## src/rtl/pba_pkg.sv

```systemverilog
package pba_pkg;

  localparam int MaxPages = 1024;
  localparam int WordW    = 32;
  localparam int BitW     = $clog2(WordW);
  localparam int NumWords = (MaxPages + WordW - 1) / WordW;
  localparam int WordIdxW = $clog2(NumWords);
  localparam int CntW     = WordIdxW + 1;
  localparam int PopW     = $clog2(WordW + 1);
  localparam int RangeW   = 11;
  localparam int PageW    = 10;
  localparam int CountW   = 11;
  localparam int AddrW    = 3;
  localparam int DataW    = 32;

  localparam logic [RangeW-1:0] RangeReset = 11'd1024;

  localparam logic [1:0] KindQuery = 2'd0;
  localparam logic [1:0] KindMark  = 2'd1;
  localparam logic [1:0] KindFree  = 2'd2;

  localparam logic [1:0] ErrOk    = 2'd0;
  localparam logic [1:0] ErrUsed  = 2'd1;
  localparam logic [1:0] ErrFree  = 2'd2;
  localparam logic [1:0] ErrRange = 2'd3;

  typedef enum logic [2:0] {
    ST_SWEEP,
    ST_IDLE,
    ST_MODIFY,
    ST_FIND,
    ST_RESULT
  } state_e;

  typedef struct packed {
    logic [1:0]       kind;
    logic [PageW-1:0] page_index;
  } pba_in_t;

  typedef struct packed {
    logic              was_used;
    logic [1:0]        error_code;
    logic [CountW-1:0] free_count;
    logic              any_free;
    logic [PageW-1:0]  lowest_free_page;
  } pba_out_t;

  typedef struct packed {
    logic                re;
    logic [WordIdxW-1:0] raddr;
    logic                we;
    logic [WordIdxW-1:0] waddr;
    logic [WordW-1:0]    wdata;
  } pba_mem_req_t;

  // Bits of word w that lie below the page limit.
  function automatic logic [WordW-1:0] word_mask(logic [WordIdxW-1:0] w,
                                                 logic [RangeW-1:0] lim);
    logic [WordW-1:0] m;
    m = '0;
    for (int b = 0; b < WordW; b++) begin
      m[b] = (32'({w, BitW'(b)}) < 32'(lim));
    end
    return m;
  endfunction

  function automatic logic [PopW-1:0] popcnt(logic [WordW-1:0] v);
    logic [PopW-1:0] n;
    n = '0;
    for (int b = 0; b < WordW; b++) begin
      n = n + PopW'(v[b]);
    end
    return n;
  endfunction

  function automatic logic [WordIdxW-1:0] lowest_word(logic [NumWords-1:0] v);
    logic [WordIdxW-1:0] idx;
    idx = '0;
    for (int i = NumWords - 1; i >= 0; i--) begin
      if (v[i]) begin
        idx = WordIdxW'(i);
      end
    end
    return idx;
  endfunction

  function automatic logic [BitW-1:0] lowest_bit(logic [WordW-1:0] v);
    logic [BitW-1:0] idx;
    idx = '0;
    for (int i = WordW - 1; i >= 0; i--) begin
      if (v[i]) begin
        idx = BitW'(i);
      end
    end
    return idx;
  endfunction

endpackage

```

## src/rtl/pba_bitmap_ram.sv

```systemverilog
module pba_bitmap_ram (
  input  logic                  clk_i,
  input  logic                  rst_ni,
  input  pba_pkg::pba_mem_req_t req_i,
  output logic [pba_pkg::WordW-1:0] rdata_o
);
  import pba_pkg::*;

  logic [WordW-1:0]    mem_q [NumWords];
  logic [NumWords-1:0] row_vld_q;
  logic [WordW-1:0]    rd_data_q;
  logic                rd_vld_q;

  always_ff @(posedge clk_i) begin
    if (req_i.we) begin
      mem_q[req_i.waddr] <= req_i.wdata;
    end
    if (req_i.re) begin
      rd_data_q <= mem_q[req_i.raddr];
    end
  end

  // A row never written reads as all free.
  always_ff @(posedge clk_i or negedge rst_ni) begin
    if (!rst_ni) begin
      row_vld_q <= '0;
      rd_vld_q  <= 1'b0;
    end else begin
      if (req_i.we) begin
        row_vld_q[req_i.waddr] <= 1'b1;
      end
      if (req_i.re) begin
        rd_vld_q <= row_vld_q[req_i.raddr];
      end
    end
  end

  assign rdata_o = rd_vld_q ? rd_data_q : '0;

endmodule

```

## src/rtl/pba_ctrl.sv

```systemverilog
module pba_ctrl (
  input  logic                        clk_i,
  input  logic                        rst_ni,
  input  logic                        in_valid_i,
  output logic                        in_ready_o,
  input  pba_pkg::pba_in_t            in_data_i,
  output logic                        out_valid_o,
  input  logic                        out_ready_i,
  output pba_pkg::pba_out_t           out_data_o,
  input  logic [pba_pkg::RangeW-1:0]  lim_i,
  input  logic                        cfg_we_i,
  output pba_pkg::pba_mem_req_t       mem_req_o,
  input  logic [pba_pkg::WordW-1:0]   mem_rdata_i
);
  import pba_pkg::*;

  state_e              state_q, state_d;
  logic [CntW-1:0]     cnt_q, cnt_d;
  logic                proc_vld_q, proc_vld_d;
  logic [WordIdxW-1:0] proc_word_q, proc_word_d;
  logic [CountW-1:0]   used_q, used_d;
  logic [NumWords-1:0] avail_q, avail_d;
  logic [1:0]          kind_q, kind_d;
  logic [PageW-1:0]    page_q, page_d;
  logic                was_q, was_d;
  logic [1:0]          err_q, err_d;
  logic [WordIdxW-1:0] find_word_q, find_word_d;
  logic                found_q, found_d;
  logic                out_vld_q, out_vld_d;
  pba_out_t            out_q, out_d;

  logic [WordIdxW-1:0] word_sel;
  logic [BitW-1:0]     bit_sel;
  logic [WordW-1:0]    mask;
  logic [WordW-1:0]    new_word;
  logic                sweep_done;
  logic                out_free;

  assign word_sel   = page_q[BitW +: WordIdxW];
  assign bit_sel    = page_q[BitW-1:0];
  assign sweep_done = (cnt_q == CntW'(NumWords)) && !proc_vld_q;
  assign out_free   = !out_vld_q || out_ready_i;

  always_comb begin
    state_d = state_q;
    case (state_q)
      ST_SWEEP:  if (sweep_done) state_d = ST_IDLE;
      ST_IDLE:   if (in_valid_i) state_d = ST_MODIFY;
      ST_MODIFY: state_d = ST_FIND;
      ST_FIND:   state_d = ST_RESULT;
      ST_RESULT: if (out_free) state_d = ST_IDLE;
      default:   state_d = ST_SWEEP;
    endcase
    if (cfg_we_i) begin
      state_d = ST_SWEEP;
    end
  end

  always_comb begin
    cnt_d       = cnt_q;
    proc_vld_d  = proc_vld_q;
    proc_word_d = proc_word_q;
    used_d      = used_q;
    avail_d     = avail_q;
    kind_d      = kind_q;
    page_d      = page_q;
    was_d       = was_q;
    err_d       = err_q;
    find_word_d = find_word_q;
    found_d     = found_q;
    out_vld_d   = out_vld_q;
    out_d       = out_q;
    mem_req_o   = '0;
    mask        = '0;
    new_word    = mem_rdata_i;

    if (out_vld_q && out_ready_i) begin
      out_vld_d = 1'b0;
    end

    case (state_q)
      ST_SWEEP: begin
        if (cnt_q != CntW'(NumWords)) begin
          mem_req_o.re    = 1'b1;
          mem_req_o.raddr = cnt_q[WordIdxW-1:0];
          cnt_d           = cnt_q + 1'b1;
          proc_vld_d      = 1'b1;
          proc_word_d     = cnt_q[WordIdxW-1:0];
        end else begin
          proc_vld_d = 1'b0;
        end
        if (proc_vld_q) begin
          mask                 = word_mask(proc_word_q, lim_i);
          used_d               = used_q + CountW'(popcnt(mem_rdata_i & mask));
          avail_d[proc_word_q] = |(~mem_rdata_i & mask);
        end
      end
      ST_IDLE: begin
        if (in_valid_i) begin
          mem_req_o.re    = 1'b1;
          mem_req_o.raddr = in_data_i.page_index[BitW +: WordIdxW];
          kind_d          = in_data_i.kind;
          page_d          = in_data_i.page_index;
        end
      end
      ST_MODIFY: begin
        mask  = word_mask(word_sel, lim_i);
        was_d = mem_rdata_i[bit_sel];
        err_d = ErrOk;
        if (RangeW'(page_q) >= lim_i) begin
          was_d = 1'b0;
          err_d = ErrRange;
        end else begin
          case (kind_q)
            KindMark: begin
              if (mem_rdata_i[bit_sel]) begin
                err_d = ErrUsed;
              end else begin
                new_word          = mem_rdata_i | (WordW'(1) << bit_sel);
                mem_req_o.we      = 1'b1;
                mem_req_o.waddr   = word_sel;
                mem_req_o.wdata   = new_word;
                used_d            = used_q + 1'b1;
                avail_d[word_sel] = |(~new_word & mask);
              end
            end
            KindFree: begin
              if (!mem_rdata_i[bit_sel]) begin
                err_d = ErrFree;
              end else begin
                new_word          = mem_rdata_i & ~(WordW'(1) << bit_sel);
                mem_req_o.we      = 1'b1;
                mem_req_o.waddr   = word_sel;
                mem_req_o.wdata   = new_word;
                used_d            = used_q - 1'b1;
                avail_d[word_sel] = |(~new_word & mask);
              end
            end
            default: ;
          endcase
        end
      end
      ST_FIND: begin
        found_d         = |avail_q;
        find_word_d     = lowest_word(avail_q);
        mem_req_o.re    = 1'b1;
        mem_req_o.raddr = lowest_word(avail_q);
      end
      ST_RESULT: begin
        if (out_free) begin
          mask                   = word_mask(find_word_q, lim_i);
          out_vld_d              = 1'b1;
          out_d.was_used         = was_q;
          out_d.error_code       = err_q;
          out_d.free_count       = CountW'(lim_i) - used_q;
          out_d.any_free         = found_q;
          out_d.lowest_free_page = found_q ?
              PageW'({find_word_q, lowest_bit(~mem_rdata_i & mask)}) : '0;
        end
      end
      default: ;
    endcase

    // Restart the count and summary over the new limit.
    if (cfg_we_i) begin
      cnt_d      = '0;
      proc_vld_d = 1'b0;
      used_d     = '0;
      avail_d    = '0;
    end
  end

  always_ff @(posedge clk_i or negedge rst_ni) begin
    if (!rst_ni) begin
      state_q    <= ST_SWEEP;
      cnt_q      <= '0;
      proc_vld_q <= 1'b0;
      used_q     <= '0;
      avail_q    <= '0;
      out_vld_q  <= 1'b0;
    end else begin
      state_q    <= state_d;
      cnt_q      <= cnt_d;
      proc_vld_q <= proc_vld_d;
      used_q     <= used_d;
      avail_q    <= avail_d;
      out_vld_q  <= out_vld_d;
    end
  end

  always_ff @(posedge clk_i) begin
    proc_word_q <= proc_word_d;
    kind_q      <= kind_d;
    page_q      <= page_d;
    was_q       <= was_d;
    err_q       <= err_d;
    find_word_q <= find_word_d;
    found_q     <= found_d;
    out_q       <= out_d;
  end

  assign in_ready_o  = (state_q == ST_IDLE);
  assign out_valid_o = out_vld_q;
  assign out_data_o  = out_q;

endmodule

```

## src/rtl/page_bitmap_allocator_top.sv

```systemverilog
// Page bitmap allocator: one used bit per physical page, kept in a
// 32-bit-word bitmap RAM with a per-word "has free page" summary vector.
// Input channel (in_valid_i/in_ready_o/in_data_i): one transfer per request,
// kind = query, mark used or mark free, plus the page number.
// Output channel (out_valid_o/out_ready_i/out_data_o): one transfer per
// request with the old mark, an error code, the free count below the limit
// and the lowest free page.
// Timing: the word read runs in the cycle of the input transfer, then come
// read-modify-write, summary search plus word read, and bit search, so the
// result of the bit search is registered before out_valid_o rises.
// The block takes no new request before the last one is through; in_ready_o is
// high only between requests.
// The result sits in an output register; a stalled receiver holds it, and a
// finished request waits in its last step until that register frees up.
// Configuration: APB register 0 (byte address 0) holds pages_in_use_range.
// Reset and every write of it start a sweep that recounts used pages and
// rebuilds the summary; requests are held off during the sweep. Reset leaves
// every page free.
module page_bitmap_allocator_top (
  input  logic                          clk_i,
  input  logic                          rst_ni,
  input  logic                          in_valid_i,
  output logic                          in_ready_o,
  input  pba_pkg::pba_in_t              in_data_i,
  output logic                          out_valid_o,
  input  logic                          out_ready_i,
  output pba_pkg::pba_out_t             out_data_o,
  input  logic                          psel,
  input  logic                          penable,
  input  logic                          pwrite,
  input  logic [pba_pkg::AddrW-1:0]     paddr,
  input  logic [pba_pkg::DataW-1:0]     pwdata,
  output logic [pba_pkg::DataW-1:0]     prdata,
  output logic                          pready
);
  import pba_pkg::*;

  logic [RangeW-1:0] range_q;
  logic [RangeW-1:0] lim_eff;
  logic              cfg_we;
  logic              reg_sel;
  pba_mem_req_t      mem_req;
  logic [WordW-1:0]  mem_rdata;

  // Decode register 0 by word address; byte offset bits are ignored.
  assign reg_sel = (paddr[AddrW-1:2] == '0);
  assign cfg_we  = psel && penable && pwrite && reg_sel;
  assign pready  = 1'b1;
  assign prdata  = reg_sel ? DataW'(range_q) : '0;

  always_ff @(posedge clk_i or negedge rst_ni) begin
    if (!rst_ni) begin
      range_q <= RangeReset;
    end else if (cfg_we) begin
      range_q <= pwdata[RangeW-1:0];
    end
  end

  // Clamp the limit to the bitmap size.
  assign lim_eff = (32'(range_q) > MaxPages) ? RangeW'(MaxPages) : range_q;

  pba_ctrl u_ctrl (
    .clk_i       (clk_i),
    .rst_ni      (rst_ni),
    .in_valid_i  (in_valid_i),
    .in_ready_o  (in_ready_o),
    .in_data_i   (in_data_i),
    .out_valid_o (out_valid_o),
    .out_ready_i (out_ready_i),
    .out_data_o  (out_data_o),
    .lim_i       (lim_eff),
    .cfg_we_i    (cfg_we),
    .mem_req_o   (mem_req),
    .mem_rdata_i (mem_rdata)
  );

  pba_bitmap_ram u_ram (
    .clk_i   (clk_i),
    .rst_ni  (rst_ni),
    .req_i   (mem_req),
    .rdata_o (mem_rdata)
  );

`ifndef SYNTHESIS
  a_free_le_limit: assert property (@(posedge clk_i) disable iff (!rst_ni)
    out_valid_o |-> (out_data_o.free_count <= CountW'(lim_eff)))
    else $error("free count exceeds page limit");

  a_any_free_match: assert property (@(posedge clk_i) disable iff (!rst_ni)
    out_valid_o |-> (out_data_o.any_free == (out_data_o.free_count != '0)))
    else $error("any_free disagrees with free count");

  a_one_in_flight: assert property (@(posedge clk_i) disable iff (!rst_ni)
    (in_valid_i && in_ready_o) |=> !in_ready_o)
    else $error("request taken while another is in flight");

  a_range_no_mark: assert property (@(posedge clk_i) disable iff (!rst_ni)
    (out_valid_o && (out_data_o.error_code == ErrRange)) |-> !out_data_o.was_used)
    else $error("out-of-range result reports a used mark");
`endif

endmodule

```

## config.mk

```make
export PLATFORM = sky130hd
export DESIGN_NAME = page_bitmap_allocator_top
export DESIGN_NICKNAME = d
export VERILOG_FILES = /design/src/rtl/pba_pkg.sv /design/src/rtl/pba_bitmap_ram.sv /design/src/rtl/pba_ctrl.sv /design/src/rtl/page_bitmap_allocator_top.sv
export SDC_FILE = /design/constraint.sdc
export NUM_CORES = 2
export LEC_CHECK = 0
export BUFFER_PORTS_ARGS = -buffer_cell sky130_fd_sc_hd__buf_4
export CAP_MARGIN = 30
export CORE_MARGIN = 10
export CORE_UTILIZATION = 60
export CTS_BUF_LIST = sky130_fd_sc_hd__clkbuf_4 sky130_fd_sc_hd__clkbuf_8
export DETAILED_ROUTE_END_ITERATION = 8
export PLACE_DENSITY_LB_ADDON = 0.3
export SLEW_MARGIN = 10
export SYNTH_ARGS = -nofsm -noshare
export SYNTH_HDL_FRONTEND = slang
export SYNTH_HIERARCHICAL = 1
export SYNTH_SLANG_ARGS = --single-unit
export TNS_END_PERCENT = 10
```

## constraint.sdc

```tcl
create_clock -name clk_i -period 8.73 [get_ports clk_i]
set_input_delay 1.746 -clock clk_i [delete_from_list [all_inputs] [get_ports clk_i]]
set_output_delay 1.746 -clock clk_i [all_outputs]
set_load 0.05 [all_outputs]
```

### Yosys cells after proc, flatten, opt, wreduce, memory -nomap -nowiden

Memories as Yosys holds them, arrays and structs flattened. A register that Yosys moved wholly into a read port is not among the register bits.
Index checks and enable logic that the tools add are counted.

* flip-flop bits (word level): 149
* RAM bits: 1024
* output and inout port bits: 60
* logic and storage cells: 350
* memories kept: 1

* $add $sub $neg: 36
* order comparisons: 106
* eq/ne operators: 16
* shifts and indexed selects: 1
* multiplexer cells: 120
* bitwise operators: 14
* reductions and logical operators: 30

Memories
* u_ram.mem_q: depth 32, bits a word 32, read ports 1, clocked after Yosys merged registers in 1, wr ports 1, RTL line pba_bitmap_ram.sv:9 `logic [WordW-1:0] mem_q [NumWords];`

Operators with widths (count)
* 10-bit by 11-bit less-than comparator with 1-bit output: 96
* 5-bit two-way mux: 48
* 32-bit bitwise AND: 6
* 32-bit two-way mux: 6
* 6-bit by 1-bit adder with 6-bit output: 30
* 38-bit two-way mux: 4
* 32-bit NOT: 4
* 32-bit one-hot mux with 2 select lines: 2
* 32-bit OR reduction: 4
* 32-bit bitwise mux: 3
* 11-bit two-way mux: 7
* 38-bit one-hot mux with 2 select lines: 1
* 32-bit bitwise OR: 2
* 11-bit one-hot mux with 2 select lines: 2
* 4-bit two-way mux: 8
* 1-bit by 5-bit left shift with 32-bit output (first input constant): 1
* 5-bit by 6-bit less-than comparator with 1-bit output (second input constant): 5
* 6-bit two-way mux: 5
* 3-bit two-way mux: 8
* 6-bit one-hot mux with 3 select lines: 1
* 17-bit OR reduction: 1
* 1-bit demux with 5-bit select: 3
* 5-bit by 1-bit greater-or-equal comparator with 1-bit output (second input constant): 3
* 1-bit two-way mux: 15
* 37 further kinds: 58

### Longest topological paths before layout

* word-level depth: 39
* gate-level depth with buffers: 32
* mapped depth without buffers: 29

### By module

Netlist, hierarchy kept.

By module, submodules not included
* pba_bitmap_ram: times used 1, cells an instance 1672, area each 41411.0 um2, sequential area each 32536.2 um2
* pba_ctrl: times used 1, cells an instance 1459, area each 11752.5 um2, sequential area each 2882.8 um2
* page_bitmap_allocator_top: times used 1, cells an instance 73, area each 789.5 um2, sequential area each 276.5 um2

### Worst setup path before layout

Ideal clock, no wire load.

* path type: register -> register
* start: register range_q[10]
* end: register u_ctrl.used_q[10]
* setup time: 0.126 ns
* arrival time: 7.618 ns
* required time: 8.604 ns
* path slack: 0.986 ns
* cell stages (with the launch flop): 29
* cell sequence: dfstp_2 > clkbuf_1 > nor2b_1 > inv_1 > ha_1 > nand4b_1 > buf_2 > o32a_1 > clkbuf_1 > buf_1 > nand3_1 > fa_1 > inv_1 > fa_1 > inv_1 > fa_1 > fa_1 > fa_1 > fa_1 > fa_1 > fa_1 > nor2b_1 > o21ai_0 > a21boi_0 > o21bai_1 > a21oi_1 > and4_1 > a31oi_1 > a221o_1

* word-level cells in the longest chain between the ends: 39

RTL lines
* from (decl): RTL line page_bitmap_allocator_top.sv:38 `logic [RangeW-1:0] range_q;`
* from (signal assigned): RTL line page_bitmap_allocator_top.sv:53 `range_q <= RangeReset;`
* from (signal assigned): RTL line page_bitmap_allocator_top.sv:55 `range_q <= pwdata[RangeW-1:0];`
* 11-bit greater-than comparator *: RTL line page_bitmap_allocator_top.sv:60 `assign lim_eff = (32'(range_q) > MaxPages) ? RangeW'(MaxPages) : range_q;`
* 11-bit two-way mux *: RTL line page_bitmap_allocator_top.sv:60
* net lim_eff[9]: RTL line page_bitmap_allocator_top.sv:39 `logic [RangeW-1:0] lim_eff;`
* 10-bit by 11-bit less-than comparator with 1-bit output: RTL line pba_pkg.sv:62 `m[b] = (32'({w, BitW'(b)}) < 32'(lim));`
* 32-bit bitwise AND: RTL line pba_ctrl.sv:94 `used_d = used_q + CountW'(popcnt(mem_rdata_i & mask));`
* 1-bit by 1-bit adder with 2-bit output: RTL line pba_pkg.sv:71 `n = n + PopW'(v[b]);`
* 6-bit by 1-bit adder with 6-bit output (30 in series): RTL line pba_pkg.sv:71
* 11-bit by 6-bit adder with 11-bit output: RTL line pba_ctrl.sv:94
* 11-bit two-way mux: RTL line pba_ctrl.sv:92 `if (proc_vld_q) begin`
* 11-bit one-hot mux with 2 select lines: RTL line pba_ctrl.sv:81 `case (state_q)`
* 11-bit two-way mux: RTL line pba_ctrl.sv:165 `if (cfg_we_i) begin`
* to (signal assigned): RTL line pba_ctrl.sv:185 `used_q <= used_d;`
* to (decl): RTL line pba_ctrl.sv:21 `logic [CountW-1:0] used_q, used_d;`

Mark *: on every way through the listed nets, which the timed path passes. The rest lies on a longest branch. The select of a mux whose other input is x is not followed.
A chain may end at the register's enable or synchronous reset.

### Worst setup path in the final report

Same ends and word-level chain as after synthesis.

==> summary.txt <==
Status
  • Outcome: finished clean

STA
  • Crit path time final: 8.33 ns
  • Setup_tns: 0 ns
  • Final worst slack: 0.403 ns
  • Max_slew headroom: 0.229
  • Fin crit share: 0.954
  • Max Clock Freq: about 0.12 GHz
  • Unrepaired setup endpoints after global routing: false
  • Worst-Margin Slew: 1.15 ns
  • Max Slew Vio Count: 0
  • Final Setup Violations: 0
  • Max Clock Skew: 0.0800 ns
  • Final Hold Fails: 0

GRT
  • Tot GR Track Use: 0.301
  • Initial antenna violation count: 9
  • Largest net degree at the start of global routing: around 150
  • First-pass GRT wire length: 224000 um
  • Vias in the first global route: 32700
  • Total gr overflow: 0

CTS
  • Clk root buf: clkbuf_8
  • CTS resizes: 0
  • Clk buf depth: 3
  • Clk slew on worst S/H paths: roughly 0.060 ns
  • Cts hold-fix bufs: 0
  • Num CTS Buffers: 182
  • CTS tree: yes
  • CTS H-tree lvls: 4
  • Clk sinks: roughly 1200
  • Clock Latency Late Sink: 0.90 ns
  • Setup Buffers After CTS: 0

Worst setup path
  • Crit-path slowest cell: fa_1
  • Worst Path Max Fanout: 9
  • Crit path top cell by count: fa_1
  • CP Data Arrival Time: 9.10 ns
  • Crit start category: flip-flop
  • Slowest stage delay, CP: 0.56 ns
  • Critical Path RT: approximately 9.5 ns
  • CP endpoint kind: flip-flop
  • CP Class: reg -> reg

Synthesis
  • Main synth FF type: edfxtp_1
  • Seq cells post-synth: 1205
  • Synth top cells by count: edfxtp_1, mux4_2, nor2_1
  • Post-synth EDFFs: approximately 1100
  • Post-synth ARST share: 0.0813
  • Main area contributors after synthesis: edfxtp_1, mux4_2, dfrtp_1
  • Post-synthesis cell area: 54000 um^2
  • Synth warn: 6
  • Area leader, netlist: edfxtp_1
  • Post-synth cell types: 97
  • Most numerous cell in the Yosys netlist: edfxtp_1
  • Register area share after synthesis: 0.662
  • Mapped Cells: approximately 3200
  • Post-synth top area share: 0.616
  • Post-Syn Area per Cell: 16.8 um^2

Route
  • Via/cell ratio: 6.86
  • Final wirelength: 154000 um
  • Detailed Route Iter0 Violations: 4303
  • Router iterations before antenna repair: 8
  • Antenna Nets Post-Route: 0
  • Wire per inst: 32.6 um
  • Vias: roughly 32000
  • # DRC: 0

Floorplanning
  • Die span in x: 320 um
  • Starting Density: 0.608
  • Die area: 102000 um^2
  • IO Pins: between 100 and 150
  • Die Ht: ~320 um
  • Num rows: 109
  • Core Area: 88800 um^2

Cells and area
  • # nets final: 3568
  • Synth-to-layout area growth: 11.9%
  • Layout cell share with drive strength beyond 1: 0.290

Placement
  • Gp weighted congestion: about 0.95
  • DP Wirelength: 94400 um
  • Place WS: around 0.41 ns
  • IO buf count: 68

Power
  • Power Density: 242 nW/um^2
  • Leakage: 17.7 nW
  • Worst VDD drop: ~0.43 mV

Min path
  • Hold WC Path Type: reg -> reg

Job
  • MaxCap Viol Count: 0
-- path summary, 6_finish.rpt --
path,start,endpoint,slack (ns),cells past startpoint
max,range_q[10],u_ctrl/used_q[10],0.40,26
min,u_ctrl/err_q[1],u_ctrl/out_data_o[23],0.43,0
max reg2reg,range_q[10],u_ctrl/used_q[10],0.40,26
min reg2reg,u_ctrl/err_q[1],u_ctrl/out_data_o[23],0.43,0
max in group asynchronous,rst_ni,u_ctrl/avail_q[7],6.65,2
min in group asynchronous,rst_ni,range_q[4],0.88,1
-- state kept, by name, summed over array words and instances (netlist names) --
signal              cells
range_q                11
u_ctrl/avail_q         32
u_ctrl/cnt_q            6
u_ctrl/err_q            2
u_ctrl/find_word_q      5
u_ctrl/found_q          1
u_ctrl/kind_q           2
u_ctrl/out_data_o      25
u_ctrl/out_valid_o      1
u_ctrl/page_q          10
u_ctrl/proc_vld_q       1
u_ctrl/proc_word_q      5
u_ctrl/state_q          3
u_ctrl/used_q          11
u_ctrl/was_q            1
u_ram/mem_q          1024
u_ram/rd_data_q        32
u_ram/rd_vld_q          1
u_ram/row_vld_q        32
-- report_power, final --
| group | switching, mW | total (mW) | internal, mW | leakage [nW] |
|---|---|---|---|---|
| logic | 2.20 | 3.57 | 1.37 | 6.52 |
| registers | 0.156 | 6.52 | 6.37 | 9.31 |
| clock network | 2.11 | 4.51 | 2.40 | 1.87 |
-- worst max-delay path, delay by kind of cell (launching register included) --
family / cells / cell delay [ns]
DFF: 1 / 0.41
adders and majority gates: 9 / 4.39
buffers and inverters: 3 / 0.29
and+or+nand+nor: 6 / 1.48
AOI/OAI and AO/OA: 8 / 1.65
-- cell type report --
| class | count | area, um^2 |
|---|---|---|
| inverters | 93 | 349 |
| multi-input cells | 1730 | 17400 |
| well taps | 1165 | 1460 |
| repair buffers | 213 | 1910 |
| flip-flops and latches | 1205 | 35700 |
| clock inverters | 83 | 553 |
| clock buffers | 242 | 2990 |
| fillers | 5657 | 28400 |
| diodes | 2 | 5.00 |
-- logic make-up (layout without fill, tap and decap cells) --
logic type / Yosys count / after routing / synth area share
AO/OA/AOI/OAI: 558 / 558 / 0.0705
AND/OR/NAND/NOR: 640 / 640 / 0.0626
buffers and inverters: 289 / 631 / 0.0253
XOR/XNOR: 19 / 19 / 0.00308
other: 2 / 24 / 0.000139
multiplexers: 401 / 401 / 0.152
flip-flops: 1205 / 1205 / 0.662
adder cells (fa/ha/maj): 90 / 90 / 0.0247
-- routing by layer --
layer / GRT usage / routed length, um / vias up
li1: - / - / 13300
met1: 0.409 / 58700 / 16700
met4: 0.119 / 6150 / 2
met5: 0 / 13 / -
met3: 0.0655 / 15900 / 375
met2: 0.476 / 73400 / 2085
-- metrics by stage --
step | util | instances | hold WS, ns | area, um^2 | power [mW]
6_report | 0.680 | 4733 | 0.433 | 60300 | 14.6
5_1_grt | 0.680 | 4732 | 0.446 | 60300 | 15.2
4_1_cts | 0.679 | 4725 | 0.435 | 60300 | 14.6
3_5_place_dp | 0.639 | 4400 | 0.417 | 56700 | 10.2
3_3_place_gp | 0.637 | 4384 | 0.411 | 56500 | 10.1
2_1_floorplan | - | 3224 | 0.400 | 54000 | 9.20
-- placed cells by master (no fill, tap or decap), types with 68 or more instances in the layout --
master,count
edfxtp_1,1107
dfrtp_1,97
nor2_1,122
o21ai_0,118
a21oi_1,111
nand3_1,68
mux4_2,327
buf_4,176
nand2_1,126
clkbuf_8,187
inv_1,92
Power figures use the tool's default switching activity.
